--- config.mk ---
export PLATFORM = sky130hd
export DESIGN_NAME = charlieplexed_digit_display_scanner
export DESIGN_NICKNAME = d
export VERILOG_FILES = /design/src/rtl/core/cdds_pkg.sv /design/src/rtl/core/charlieplexed_digit_display_scanner.sv /design/src/rtl/core/cdds_split.sv
export SDC_FILE = /design/constraint.sdc
export NUM_CORES = 1
export LEC_CHECK = 0
export ABC_CLOCK_PERIOD_IN_PS = 6700
export BUFFER_PORTS_ARGS = -buffer_cell sky130_fd_sc_hd__clkbuf_2
export CAP_MARGIN = 20
export CORE_ASPECT_RATIO = 0.6
export CORE_MARGIN = 2
export CORE_UTILIZATION = 67
export DETAILED_ROUTE_END_ITERATION = 12
export MAX_ROUTING_LAYER = met4
export PLACE_DENSITY = 0.85
export SLEW_MARGIN = 30
export SYNTH_ARGS = -nofsm -noshare
export SYNTH_HDL_FRONTEND = slang
export SYNTH_HIERARCHICAL = 1
export SYNTH_SLANG_ARGS = --single-unit
--- constraint.sdc ---
create_clock -name clk -period 6.7 [get_ports clk]
set_clock_uncertainty 0.2 [all_clocks]
set_input_delay 1.34 -clock clk [delete_from_list [all_inputs] [get_ports clk]]
set_output_delay 1.34 -clock clk [all_outputs]
set_load 0.01 [all_outputs]
--- src/rtl/core/cdds_pkg.sv ---
// Shared types, codes and constant tables for the charlieplexed digit display scanner.
package cdds_pkg;

    // Operation codes carried in the op field of an input item.
    localparam logic OP_TICK  = 1'b0;
    localparam logic OP_WRITE = 1'b1;

    // Display geometry.
    localparam int NUM_DIGITS   = 3;
    localparam int NUM_SEGMENTS = 8;

    // Decimal point lives in bit 7 of a frame byte; point code 3 means none.
    localparam logic [7:0] POINT_BIT = 8'b10000000;
    localparam logic [1:0] NO_POINT  = 2'd3;

    // Pin table entries: high nibble is the cathode pin, low nibble the anode pin.
    localparam logic [3:0] PIN_NIBBLE_MASK = 4'h0f;

    // Input item and result item as they cross the ports.
    typedef struct packed {
        logic        op;
        logic [15:0] number;
        logic [1:0]  point;
    } item_t;

    typedef struct packed {
        logic [7:0] pin_dir;
        logic [7:0] pin_out;
    } result_t;

    // Three display bytes, digit 0 in the low byte.
    typedef logic [NUM_DIGITS-1:0][7:0] frame_t;

    // Pin assignment for each digit and segment.
    localparam logic [7:0] PIN_MAP [NUM_DIGITS][NUM_SEGMENTS] = '{
        '{8'h05, 8'h03, 8'h01, 8'h20, 8'h02, 8'h10, 8'h15, 8'h00},
        '{8'h21, 8'h13, 8'h12, 8'h23, 8'h30, 8'h32, 8'h31, 8'h54},
        '{8'h34, 8'h24, 8'h41, 8'h04, 8'h14, 8'h43, 8'h42, 8'h53}
    };

    // Seven-segment font for decimal digits; codes above nine show blank.
    function automatic logic [7:0] font_of(input logic [3:0] digit);
        logic [7:0] seg;
        unique case (digit)
            4'd0:    seg = 8'h3f;
            4'd1:    seg = 8'h06;
            4'd2:    seg = 8'h5b;
            4'd3:    seg = 8'h4f;
            4'd4:    seg = 8'h66;
            4'd5:    seg = 8'h6d;
            4'd6:    seg = 8'h7d;
            4'd7:    seg = 8'h07;
            4'd8:    seg = 8'h7f;
            4'd9:    seg = 8'h6f;
            default: seg = 8'h00;
        endcase
        return seg;
    endfunction

endpackage

--- src/rtl/core/charlieplexed_digit_display_scanner.sv ---
// Top level of the charlieplexed three-digit display scanner.
//
// The scanner takes one item per clock cycle on the item channel while item_stall
// is low. A write item loads the three-digit frame store and produces no result;
// a tick item lights at most one segment and produces one result carrying the pin
// enables and levels. A write is split into digits and converted to segment bytes
// on its way into the input register, and every item is then resolved against the
// frame store and the scan counters from the input register; a tick's result is
// registered in the result register, and items stream at one per cycle as long as
// result_stall stays low. The rate is set by the single input register and result
// register pair; a stalled result holds a tick in the input register, which then
// stalls the channel, while a write still leaves it.
// The frame store, counters and held output level are cleared by reset.
module charlieplexed_digit_display_scanner (
    input  logic              clk,
    input  logic              rst_n,
    input  logic              item_valid,
    output logic              item_stall,
    input  cdds_pkg::item_t   item,
    output logic              result_valid,
    input  logic              result_stall,
    output cdds_pkg::result_t result
);
    import cdds_pkg::*;

    // Input register stage.
    logic   s1_valid_reg;
    logic   s1_valid_next;
    logic   s1_op_reg;
    frame_t s1_frame_reg;
    frame_t split_frame;

    // Display state.
    frame_t     frame_reg;
    logic [1:0] digit_cnt_reg;
    logic [1:0] digit_cnt_next;
    logic [2:0] seg_cnt_reg;
    logic [2:0] seg_cnt_next;
    logic [7:0] level_reg;
    logic [7:0] level_next;

    // Result register.
    logic    res_valid_reg;
    logic    res_valid_next;
    result_t res_reg;
    result_t res_next;

    logic       accept;
    logic       advance;
    logic       tick_advance;
    logic       write_advance;
    logic [1:0] digit_eff;
    logic       seg_lit;
    logic [7:0] pin_entry;
    logic [2:0] anode;
    logic [2:0] cathode;

    cdds_split u_split (
        .number (item.number),
        .point  (item.point),
        .frame  (split_frame)
    );

    // Handshake: a write always leaves the input stage, a tick needs room in
    // the result register.
    always_comb
    begin
        advance       = s1_valid_reg && (s1_op_reg == OP_WRITE || !res_valid_reg
                                         || !result_stall);
        tick_advance  = advance && s1_op_reg == OP_TICK;
        write_advance = advance && s1_op_reg == OP_WRITE;
        item_stall    = s1_valid_reg && !advance;
        accept        = item_valid && !item_stall;
        if (accept)
        begin
            s1_valid_next = 1'b1;
        end
        else if (advance)
        begin
            s1_valid_next = 1'b0;
        end
        else
        begin
            s1_valid_next = s1_valid_reg;
        end
    end

    // Segment lookup for the current scan position.
    always_comb
    begin
        digit_eff = (digit_cnt_reg == 2'(NUM_DIGITS)) ? 2'd0 : digit_cnt_reg;
        seg_lit   = frame_reg[digit_eff][seg_cnt_reg];
        pin_entry = PIN_MAP[digit_eff][seg_cnt_reg];
        anode     = pin_entry[2:0] & PIN_NIBBLE_MASK[2:0];
        cathode   = pin_entry[6:4] & PIN_NIBBLE_MASK[2:0];
        if (seg_lit)
        begin
            level_next       = 8'b1 << anode;
            res_next.pin_dir = (8'b1 << anode) | (8'b1 << cathode);
        end
        else
        begin
            level_next       = level_reg;
            res_next.pin_dir = 8'h00;
        end
        res_next.pin_out = level_next;
    end

    // Scan counters: segment first, digit on segment wrap.
    always_comb
    begin
        seg_cnt_next   = seg_cnt_reg + 3'd1;
        digit_cnt_next = digit_eff;
        if (seg_cnt_reg == 3'(NUM_SEGMENTS - 1))
        begin
            digit_cnt_next = (digit_eff == 2'(NUM_DIGITS - 1)) ? 2'd0 : digit_eff + 2'd1;
        end
    end

    // Result register valid.
    always_comb
    begin
        if (tick_advance)
        begin
            res_valid_next = 1'b1;
        end
        else if (!result_stall)
        begin
            res_valid_next = 1'b0;
        end
        else
        begin
            res_valid_next = res_valid_reg;
        end
    end

    // Control and state registers.
    always_ff @(posedge clk or negedge rst_n)
    begin
        if (!rst_n)
        begin
            s1_valid_reg  <= 1'b0;
            res_valid_reg <= 1'b0;
            frame_reg     <= '0;
            digit_cnt_reg <= 2'd0;
            seg_cnt_reg   <= 3'd0;
            level_reg     <= 8'h00;
        end
        else
        begin
            s1_valid_reg  <= s1_valid_next;
            res_valid_reg <= res_valid_next;
            if (write_advance)
            begin
                frame_reg <= s1_frame_reg;
            end
            if (tick_advance)
            begin
                digit_cnt_reg <= digit_cnt_next;
                seg_cnt_reg   <= seg_cnt_next;
                level_reg     <= level_next;
            end
        end
    end

    // Payload registers.
    always_ff @(posedge clk)
    begin
        if (accept)
        begin
            s1_op_reg    <= item.op;
            s1_frame_reg <= split_frame;
        end
        if (tick_advance)
        begin
            res_reg <= res_next;
        end
    end

    assign result_valid = res_valid_reg;
    assign result       = res_reg;

    // The held level is never more than one anode.
    a_level_onehot: assert property (@(posedge clk) disable iff (!rst_n)
        $onehot0(level_reg))
        else $error("output level has more than one pin high");

    // A lit result drives its own anode, which must be enabled.
    a_lit_anode: assert property (@(posedge clk) disable iff (!rst_n)
        result_valid && result.pin_dir != 8'h00 |->
            result.pin_out != 8'h00 && (result.pin_dir & result.pin_out) == result.pin_out)
        else $error("lit segment without an enabled anode");

    // At most an anode and a cathode are enabled.
    a_two_pins: assert property (@(posedge clk) disable iff (!rst_n)
        result_valid |-> $countones(result.pin_dir) <= 2)
        else $error("more than two pins enabled");

    // The digit counter stays within the display.
    a_digit_range: assert property (@(posedge clk) disable iff (!rst_n)
        digit_cnt_reg != 2'(NUM_DIGITS))
        else $error("digit counter out of range");

    // A write leaves the scan position and level untouched.
    a_write_keeps_scan: assert property (@(posedge clk) disable iff (!rst_n)
        write_advance |=> seg_cnt_reg == $past(seg_cnt_reg)
            && level_reg == $past(level_reg))
        else $error("write transfer changed scan state");

endmodule

--- src/rtl/core/cdds_split.sv ---
// Decimal digit split, font lookup and decimal point insertion for a write item.
module cdds_split (
    input  logic [15:0]     number,
    input  logic [1:0]      point,
    output cdds_pkg::frame_t frame
);
    import cdds_pkg::*;

    // Reciprocal constants, each exact over the full 16-bit input range.
    localparam logic [15:0] RECIP_10   = 16'd52429;   // 2^19 / 10, rounded up
    localparam logic [17:0] RECIP_100  = 18'd167773;  // 2^24 / 100, rounded up
    localparam logic [16:0] RECIP_1000 = 17'd67109;   // 2^26 / 1000, rounded up

    logic [31:0] prod_10;
    logic [33:0] prod_100;
    logic [32:0] prod_1000;
    logic [12:0] quot_10;
    logic [9:0]  quot_100;
    logic [6:0]  quot_1000;
    logic [15:0] rem_0;
    logic [12:0] rem_1;
    logic [9:0]  rem_2;
    logic [NUM_DIGITS-1:0][3:0] digits;

    // Three independent constant divisions by reciprocal multiplication.
    always_comb
    begin
        prod_10   = 32'(number) * 32'(RECIP_10);
        prod_100  = 34'(number) * 34'(RECIP_100);
        prod_1000 = 33'(number) * 33'(RECIP_1000);
        quot_10   = prod_10[31:19];
        quot_100  = prod_100[33:24];
        quot_1000 = prod_1000[32:26];
    end

    // Each digit is a quotient minus ten times the next quotient.
    always_comb
    begin
        rem_0 = number - (16'({quot_10, 3'b000}) + 16'({quot_10, 1'b0}));
        rem_1 = quot_10 - (13'({quot_100, 3'b000}) + 13'({quot_100, 1'b0}));
        rem_2 = quot_100 - (10'({quot_1000, 3'b000}) + 10'({quot_1000, 1'b0}));
        digits[0] = rem_0[3:0];
        digits[1] = rem_1[3:0];
        digits[2] = rem_2[3:0];
    end

    // Font lookup, then the decimal point on the chosen digit.
    always_comb
    begin
        for (int k = 0; k < NUM_DIGITS; k++)
        begin
            frame[k] = font_of(digits[k]);
            if (point != NO_POINT && point == 2'(k))
            begin
                frame[k] = frame[k] | POINT_BIT;
            end
        end
    end

endmodule

==> flow_metrics.env <==
export IMPL_layout_nets=2258
export IMPL_yosys_cell_types_count=90
export IMPL_vias=12200
export IMPL_clk_pin_slew_ns=0.06
export IMPL_avgSynthCellArea_um2=10.5
export IMPL_violations="negative setup slack"
export IMPL_io_buffers=40
export IMPL_setup_tns_ns=-25.40
export IMPL_area_delta_synth_final_pct=23.9
export IMPL_clock_latency_ns=0.36
export IMPL_grt_pass1_wl_um=70500
export IMPL_final_layout_size_suffix_gt1_frac=0.275
export IMPL_antenna_left=0
export IMPL_ys_seq_area_frac=0.146
export IMPL_cap_viol_max_count=0
export IMPL_grt_ovfl_total=0
export IMPL_cp_end_kind="register"
export IMPL_die_area_um2=23800
export IMPL_die_w_um=198
export IMPL_finalCritPeriodShare=1.22
export IMPL_critPathLaunchType="input pin"
export IMPL_netlist_instances=1436
export IMPL_dp_hpwl_um=36800
export IMPL_cts_sink_count=80
export IMPL_crit_type="input pin to register"
export IMPL_synth_cell_area_um2=15100
export IMPL_synth_area_leaders="fa_1 (27%), ha_1 (26%), inv_1 (9.4%)"
export IMPL_slew_violations=0
export IMPL_setup_viol=21
export IMPL_start_util=0.685
export IMPL_async_flop_share=0.488
export IMPL_finalHoldViolCount=0
export IMPL_critical_path_arrival_ns=8.05
export IMPL_cts_tree="built"
export IMPL_routedWlPerCell_um=23.9
export IMPL_avgViaCountPerCell=6.11
export IMPL_r2r_cells=7
export IMPL_synth_fp_nets=1982
export IMPL_worst_slack_ns=-1.44
export IMPL_critPathMaxFanout=5
export IMPL_ioPinCount=41
export IMPL_htree_levels=3
export IMPL_synth_common_cells="inv_1 (378), ha_1 (317), fa_1 (206), nand2_1 (42), edfxtp_1 (41)"
export IMPL_row_count=42
export IMPL_crit_chain="clkbuf_2, buf_4, ha_1, inv_1, fa_1, inv_1, fa_2, fa_1, fa_1, fa_1, ha_4, nand4_1, or3_4, or2b_1, mux2i_2, nor4b_4, ha_4, xnor2_2, xnor2_1, xnor2_1, xnor2_1, xnor2_1, xnor3_2, mux2_4"
export IMPL_rsz0062_at_grt="yes"
export IMPL_cts_made_buffers=9
export IMPL_core_um2=22100
export IMPL_drc_errors=0
export IMPL_cts_hold_buffers=0
export IMPL_synth_top_cell_by_area="fa_1"
export IMPL_cts_root_buf="clkbuf_16"
export IMPL_track_usage=0.414
export IMPL_die_h_um=120
export IMPL_grt_pass1_vias=12500
export IMPL_max_stage_delay_ns=0.57
export IMPL_tightest_slew_ns=0.807
export IMPL_globalplace_congestion=1.04
export IMPL_max_clock_path_buffers=2
export IMPL_relSlewSlack=0.454
export IMPL_drt_first_pass_iters=6
export IMPL_ys_flop_type="edfxtp_1"
export IMPL_grt_max_degree=40
export IMPL_cp_required_ns=6.60
export IMPL_holdPathStages=1
export IMPL_hold_class="register to register"
export IMPL_drt_iter0_drc=1399
export IMPL_synth_edff_count=41
export IMPL_fmax_ghz=0.123
export IMPL_fin_crit_ns=8.14
export IMPL_slowest_stage="fa_2"
export IMPL_yosys_area_top_type_share=0.273
export IMPL_ys_ff_latch=80
export IMPL_wl_um=47900
export IMPL_status="finished, violations left"
export IMPL_yosysMostFrequentCell="inv_1"
export IMPL_antenna_found_initial=1
export IMPL_yosys_warnings=6
-- through the flow --
step           hold WS (ns)  utilization  setup WS [ns]  instance area (µm²)  instances
2_1_floorplan         0.255            -          -1.09                15400       1436
3_3_place_gp          0.258        0.794          -1.76                17500       1966
3_5_place_dp          0.265        0.794          -2.03                17500       1966
4_1_cts               0.284        0.831          -1.25                18300       1996
5_1_grt               0.294        0.849          -1.58                18700       2004
6_report              0.285        0.849          -1.44                18700       2004
-- what timing repair did --
action                                  CTS  global route
cloned                                    1             0
endpoints found under the hold margin     0             0
resized for setup                        66            85
setup buffers                            13             8
pin swaps                                39            44
endpoints found under the setup margin   21            21
-- layer usage --
| metal | vias up | GRT usage | routed length (µm) |
|---|---|---|---|
| li1 | 5257 | - | - |
| met1 | 6071 | 0.585 | 19900 |
| met2 | 754 | 0.599 | 20400 |
| met3 | 153 | 0.118 | 5930 |
| met4 | 0 | 0.0883 | 1680 |
| met5 | - | - | 0 |
-- logic make-up (layout without fill, tap and decap cells) --
logic type                 Yosys count  after routing  share of synthesized area
muxes                               61             61                     0.0471
AOI/OAI and AO/OA                  158            158                     0.0762
buffers and inverters              397            678                      0.102
and+or+nand+nor                    174            174                     0.0657
other                                0              1                          0
adders and majority gates          523            523                      0.535
DFF                                 80             80                      0.146
xor gates and xnor gates            43             43                     0.0278
-- area by class of cell --
type,count,area (µm²)
antenna,1,2.50
multi-input combinational,959,12200
timing repair buffer,284,2220
clock buffer,9,225
tap,286,358
fill,1153,3340
inverter,378,1440
clock inverter,7,125
sequential,80,2210
-- placed cells by master, fill, tap and decap left out, drive strengths merged, types with 12 or more instances in the layout --
| cell | n |
|---|---|
| inv | 378 |
| ha | 317 |
| buf | 251 |
| fa | 206 |
| nand2 | 42 |
| clkbuf | 42 |
| edfxtp | 41 |
| dfrtp | 39 |
| o21ai | 38 |
| mux2 | 33 |
| nor2 | 31 |
| a21oi | 31 |
| xnor2 | 27 |
| mux2i | 25 |
| a211oi | 17 |
| nor2b | 14 |
| nand4 | 14 |
| xor2 | 13 |
| nor3 | 12 |
-- worst max-delay path, delay by kind of cell --
family	cells	cell delay [ns]
xor+xnor	6	1.24
fa+ha+maj	8	3.35
simple gates	4	1.19
mux	2	0.45
buf+inv	4	0.46
-- path summary, 6_finish.rpt --
| path | startpoint | end | slack, ns |
|---|---|---|---|
| max | item[11] | s1_frame_reg[18] | -1.44 |
| min | s1_frame_reg[21] | frame_reg[21] | 0.28 |
| max reg2reg | digit_cnt_reg[1] | level_reg[3] | 3.40 |
| min reg2reg | s1_frame_reg[21] | frame_reg[21] | 0.28 |
| max in group asynchronous | rst_n | seg_cnt_reg[0] | 5.06 |
| min in group asynchronous | rst_n | level_reg[3] | 0.82 |
Power is left out: the tool's default activity adds up to more than one toggle a clock period on the data nets, which glitch-free logic cannot reach.
